## config.mk

```make
export PLATFORM = sky130hd
export DESIGN_NAME = letter_filter_sorter
export DESIGN_NICKNAME = d
export VERILOG_FILES = /design/src/rtl/lfs_pkg.sv /design/src/rtl/lfs_cell.sv /design/src/rtl/letter_filter_sorter.sv
export SDC_FILE = /design/constraint.sdc
export NUM_CORES = 2
export LEC_CHECK = 0
export BUFFER_PORTS_ARGS = -buffer_cell sky130_fd_sc_hd__buf_2
export CAP_MARGIN = 25
export CORE_ASPECT_RATIO = 0.75
export CORE_MARGIN = 5
export CORE_UTILIZATION = 65
export DETAILED_ROUTE_END_ITERATION = 8
export PLACE_DENSITY = 0.87
export SYNTH_ARGS = -nofsm -noshare
export SYNTH_HDL_FRONTEND = slang
export SYNTH_HIERARCHICAL = 1
export SYNTH_SLANG_ARGS = --single-unit
```

## constraint.sdc

```tcl
create_clock -name clock -period 14.6 [get_ports clock]
set_clock_uncertainty 0.2 [all_clocks]
set_input_delay 1.46 -clock clock [delete_from_list [all_inputs] [get_ports clock]]
set_output_delay 1.46 -clock clock [all_outputs]
set_load 0.02 [all_outputs]
```

## src/rtl/lfs_pkg.sv

```systemverilog
// ----------------------------------------------------------------------------
// lfs_pkg
// Shared types, codes and helpers for the filtering letter sorter.
// ----------------------------------------------------------------------------
package lfs_pkg;

   localparam int unsigned CharWidth = 8;

   // item command codes
   localparam logic CMD_PUSH = 1'b0;
   localparam logic CMD_POP  = 1'b1;

   // ASCII letter bounds
   localparam logic [CharWidth-1:0] UPPER_FIRST = 8'h41;
   localparam logic [CharWidth-1:0] UPPER_LAST  = 8'h5A;
   localparam logic [CharWidth-1:0] LOWER_FIRST = 8'h61;
   localparam logic [CharWidth-1:0] LOWER_LAST  = 8'h7A;

   // operation broadcast to every cell in the same cycle
   typedef struct packed {
      logic                 push;
      logic                 pop;
      logic [CharWidth-1:0] letter;
   } cell_cmd_type;

   // what a cell shows its neighbors
   typedef struct packed {
      logic                 full;
      logic                 gt;     // full and holds a letter above the pushed one
      logic [CharWidth-1:0] data;
   } cell_link_type;

   function automatic logic is_letter(input logic [CharWidth-1:0] b);
      return ((b >= UPPER_FIRST) && (b <= UPPER_LAST)) ||
             ((b >= LOWER_FIRST) && (b <= LOWER_LAST));
   endfunction

endpackage

```

## src/rtl/lfs_cell.sv

```systemverilog
// ----------------------------------------------------------------------------
// lfs_cell
// One slot of the sorting chain: holds one letter and a full bit, shifts
// right on an insert below it and left on a pop.
// ----------------------------------------------------------------------------
module lfs_cell (
   input  logic                  clock,
   input  logic                  reset,
   input  lfs_pkg::cell_cmd_type cmd,
   input  lfs_pkg::cell_link_type left_link,
   input  lfs_pkg::cell_link_type right_link,
   output lfs_pkg::cell_link_type own_link
);

   logic                          full_ff, full_in;
   logic [lfs_pkg::CharWidth-1:0] data_ff, data_in;
   logic                          gt;

   // flag a stored letter that sorts after the pushed one
   assign gt = full_ff && (data_ff > cmd.letter);

   assign own_link.full = full_ff;
   assign own_link.gt   = gt;
   assign own_link.data = data_ff;

   // pick the next content of this slot
   always_comb begin
      full_in = full_ff;
      data_in = data_ff;
      if (cmd.pop) begin
         full_in = right_link.full;
         data_in = right_link.data;
      end else if (cmd.push) begin
         if (left_link.gt) begin
            full_in = left_link.full;
            data_in = left_link.data;
         end else if (gt || (!full_ff && left_link.full)) begin
            full_in = 1'b1;
            data_in = cmd.letter;
         end
      end
   end

   // clear the full bit under reset; the payload has no reset
   always_ff @(posedge clock) begin
      if (reset) begin
         full_ff <= 1'b0;
      end else begin
         full_ff <= full_in;
      end
   end

   always_ff @(posedge clock) begin
      data_ff <= data_in;
   end

endmodule

```

## src/rtl/letter_filter_sorter.sv

```systemverilog
// ----------------------------------------------------------------------------
// letter_filter_sorter
// Keeps ASCII letters from a byte stream in ascending order in a chain of
// cells; a pop returns the smallest stored letter with status flags.
// ----------------------------------------------------------------------------
// A pop result appears on the rsp_ ports in the cycle after start.
// Throughput: one item per cycle; every cell compares and shifts in the same
// cycle, so busy stays low and the chain never stalls.
// Reset: synchronous, clears all full bits, the overflow flag and the strobe.
// The receiver cannot stall: each result is shown for exactly one cycle.
module letter_filter_sorter #(
   parameter int unsigned CAPACITY = 64
) (
   input  logic                          clock,
   input  logic                          reset,
   input  logic                          start,
   output logic                          busy,
   input  logic                          req_cmd,
   input  logic [lfs_pkg::CharWidth-1:0] req_char_in,
   output logic                          rsp_valid,
   output logic [lfs_pkg::CharWidth-1:0] rsp_letter_out,
   output logic                          rsp_was_empty,
   output logic                          rsp_last_letter,
   output logic                          rsp_overflowed
);

   lfs_pkg::cell_cmd_type  cmd;
   lfs_pkg::cell_link_type links [CAPACITY+2];

   logic                          accept;
   logic                          store_full;
   logic                          overflow_ff, overflow_in;
   logic                          valid_ff, valid_in;
   logic [lfs_pkg::CharWidth-1:0] letter_ff, letter_in;
   logic                          empty_ff, empty_in;
   logic                          last_ff, last_in;
   logic                          push_letter;

   assign busy   = 1'b0;
   assign accept = start && !busy;

   // decode the item and broadcast it down the chain
   assign store_full  = links[CAPACITY].full;
   assign push_letter = accept && (req_cmd == lfs_pkg::CMD_PUSH) &&
                        lfs_pkg::is_letter(req_char_in);
   assign cmd.push    = push_letter && !store_full;
   assign cmd.pop     = accept && (req_cmd == lfs_pkg::CMD_POP);
   assign cmd.letter  = req_char_in;

   // boundary links: a full never-greater slot on the left, an empty one on the right
   assign links[0].full           = 1'b1;
   assign links[0].gt             = 1'b0;
   assign links[0].data           = '0;
   assign links[CAPACITY+1].full  = 1'b0;
   assign links[CAPACITY+1].gt    = 1'b0;
   assign links[CAPACITY+1].data  = '0;

   for (genvar i = 0; i < CAPACITY; i++) begin : g_cell
      lfs_cell u_cell (
         .clock      (clock),
         .reset      (reset),
         .cmd        (cmd),
         .left_link  (links[i]),
         .right_link (links[i+2]),
         .own_link   (links[i+1])
      );
   end

   // form the pop result from the head of the chain
   always_comb begin
      overflow_in = overflow_ff || (push_letter && store_full);
      valid_in    = cmd.pop;
      empty_in    = !links[1].full;
      last_in     = links[1].full && !links[2].full;
      letter_in   = links[1].full ? links[1].data : '0;
   end

   always_ff @(posedge clock) begin
      if (reset) begin
         overflow_ff <= 1'b0;
         valid_ff    <= 1'b0;
      end else begin
         overflow_ff <= overflow_in;
         valid_ff    <= valid_in;
      end
   end

   // capture the payload only on a pop
   always_ff @(posedge clock) begin
      if (cmd.pop) begin
         letter_ff <= letter_in;
         empty_ff  <= empty_in;
         last_ff   <= last_in;
      end
   end

   assign rsp_valid       = valid_ff;
   assign rsp_letter_out  = letter_ff;
   assign rsp_was_empty   = empty_ff;
   assign rsp_last_letter = last_ff;
   assign rsp_overflowed  = overflow_ff;

endmodule
```

==> impl_metrics.ini <==
[status]
outcome = finished clean

[global_routing]
grt_max_degree = 240
antenna_found_initial = 0
grt_pass1_vias = 35693
grt_overflow = 0
grtUsageTotal_pct = 27.91
grt_pass1_wl_um = 183400

[finish]
fin_nets = 5396
drive_above_1_share_pct = 6.457
area_growth_pct = 3.833
fillers = 5098
regArea_sq_um = 17000
final_cell_mix = 642 x inv_1, 641 x nand2_1, 640 x o21ai_0, 576 x mux2i_1, 522 x edfxtp_1
multiInputGateArea_sq_um = 25270
n_antenna_cell = 0
fin_area_sq_um = 48630
layout_commonest_cell = inv_1

[drt]
wl_per_cell_um = 19.17
vias = 36974
route.detailed.drc = 0
drtIter0Drc = 4499
firstDrtPassIters = 6
routed_wl_um = 112800
ant_nets = 0
vias_per_cell = 6.286

[floorplanning]
die_x_um = 320.0
ios = 25
die_h_um = 242.5
num_rows = 85
die-area_sq_um = 77580
initial_core_util_pct = 65.44
coreArea_sq_um = 71570

[sta]
slew_viol_final = 0
grt_setup_unrepaired = no
min_period_ns = 5.507
finalCritPeriodShare_pct = 37.72
max_freq_mhz = 181.6
tightestPinTransition_ns = 1.139
setup-tns-final_ns = 0
setup_viol = 0
slew_headroom_pct = 24.05
timing.final.hold_violations = 0

[setup_path]
cp.arrival_ns = 5.58
ff2ff_setup_slack_ns = 11.17
r2r-start = g_cell[33].u_cell/data_ff[1]
worstSetupPathType = in2reg
reg2reg_to = g_cell[34].u_cell/data_ff[4]
path_max_fanout = 49
endpoint_kind = register
critPathLaunchType = primary input
required_ns = 14.67
r2r_cells = 9

[placed_design]
postPlaceCellArea_sq_um = 46320
hpwl_um = 76790
numPortBuffers = 23
gp_congestion = 0.8770

[clocking]
htree_levels = 2
clock_path_buffers = 3
cts_made_buffers = 61
cts_tree = built
cts_setup_buffers = 0
clock-root-buffer = clkbuf_16
cts_hold_buf = 0
clkTransAtPathRegs_ns = 0.06
insertion_delay_ns = 0.65
cts_resized = 0
cts.sinks = 588

[worst_hold_path]
whs_endpoint = rsp_overflowed
hp-class = reg2reg
min_from = rsp_overflowed
holdPathStages = 2

[power]
powerDensity_nw_per_um2 = 88.41
peakVddDrop_v = 0.0001046
power.leakage_nw = 18.48

[yosys]
syn_inst = 5025
netlist_area_sq_um = 46840
avgSynthCellArea_sq_um = 9.321
synth_warnings = 6

[job]
drv_cap = 0
[power breakdown]
| part | total (mW) | internal [mW] | switching, mW |
|---|---|---|---|
| combinational | 0.674 | 0.254 | 0.420 |
| clock | 1.66 | 0.944 | 0.712 |
| sequential | 1.97 | 1.91 | 0.0601 |
[worst max-delay path, cell delays in order]
cell	delay (ns)
buf_4	0.39
buf_4	0.56
buf_4	0.62
inv_1	0.10
ha_1	0.34
nand4_1	0.16
a21oi_1	0.24
nor3_1	0.07
nor2_1	0.80
a211oi_2	0.08
a21oi_1	0.17
o31a_1	0.46
[stage by stage]
stage	hold slack, ns	setup slack (ns)	std cells	power [mW]	util, %
finish	0.2806	9.093	5882	4.300	67.95
global route	0.3140	8.887	5882	4.474	67.95
CTS	0.2776	9.169	5857	4.295	67.64
detailed placement	0.2679	8.519	5741	2.653	64.72
global placement	0.2651	8.746	5739	2.615	64.69
floorplan	0.2709	8.189	5044	2.480	-
[metal layers]
metal / share of wire (%) / GRT usage [%] / vias up
met1: 45 / 42.19 / 17566
li1: - / - / 17410
met3: 9.7 / 4.143 / 202
met5: 0 / 0 / -
met2: 44 / 42.64 / 1796
met4: 1.8 / 6.398 / 0
[sequential cells by signal, summed over array words and instances, names as in the netlist]
register,flops
g_cell.u_cell/data_ff,512
rsp_last_letter,1
rsp_overflowed,1
rsp_valid,1
rsp_was_empty,1
rsp_letter_out,8
g_cell.u_cell/full_ff,64
[how the worst max path moves through the flow]
stage	endpoint	startpoint	slack [ns]	cells after the start
6_report	g_cell[49].u_cell/data_ff[3]	req_char_in[7]	9.09	12
3_5_place_dp	g_cell[42].u_cell/data_ff[0]	req_char_in[7]	8.52	12
3_3_place_gp	g_cell[46].u_cell/data_ff[0]	req_char_in[7]	8.75	12
2_1_floorplan	g_cell[63].u_cell/data_ff[0]	req_char_in[7]	8.19	5
5_1_grt	g_cell[49].u_cell/data_ff[1]	req_char_in[7]	8.89	12
4_1_cts	g_cell[42].u_cell/data_ff[5]	req_char_in[7]	9.17	12
[area by class of cell]
type                    instances  share of cell area, %
multi-input cells            3494                  51.96
flip-flops and latches        588                  34.95
inverters                     642                  4.955
clock buffers                  74                  3.383
well taps                     957                  2.462
repair buffers                 85                  1.387
clock inverters                42                 0.9082
Power figures use the tool's default switching activity.
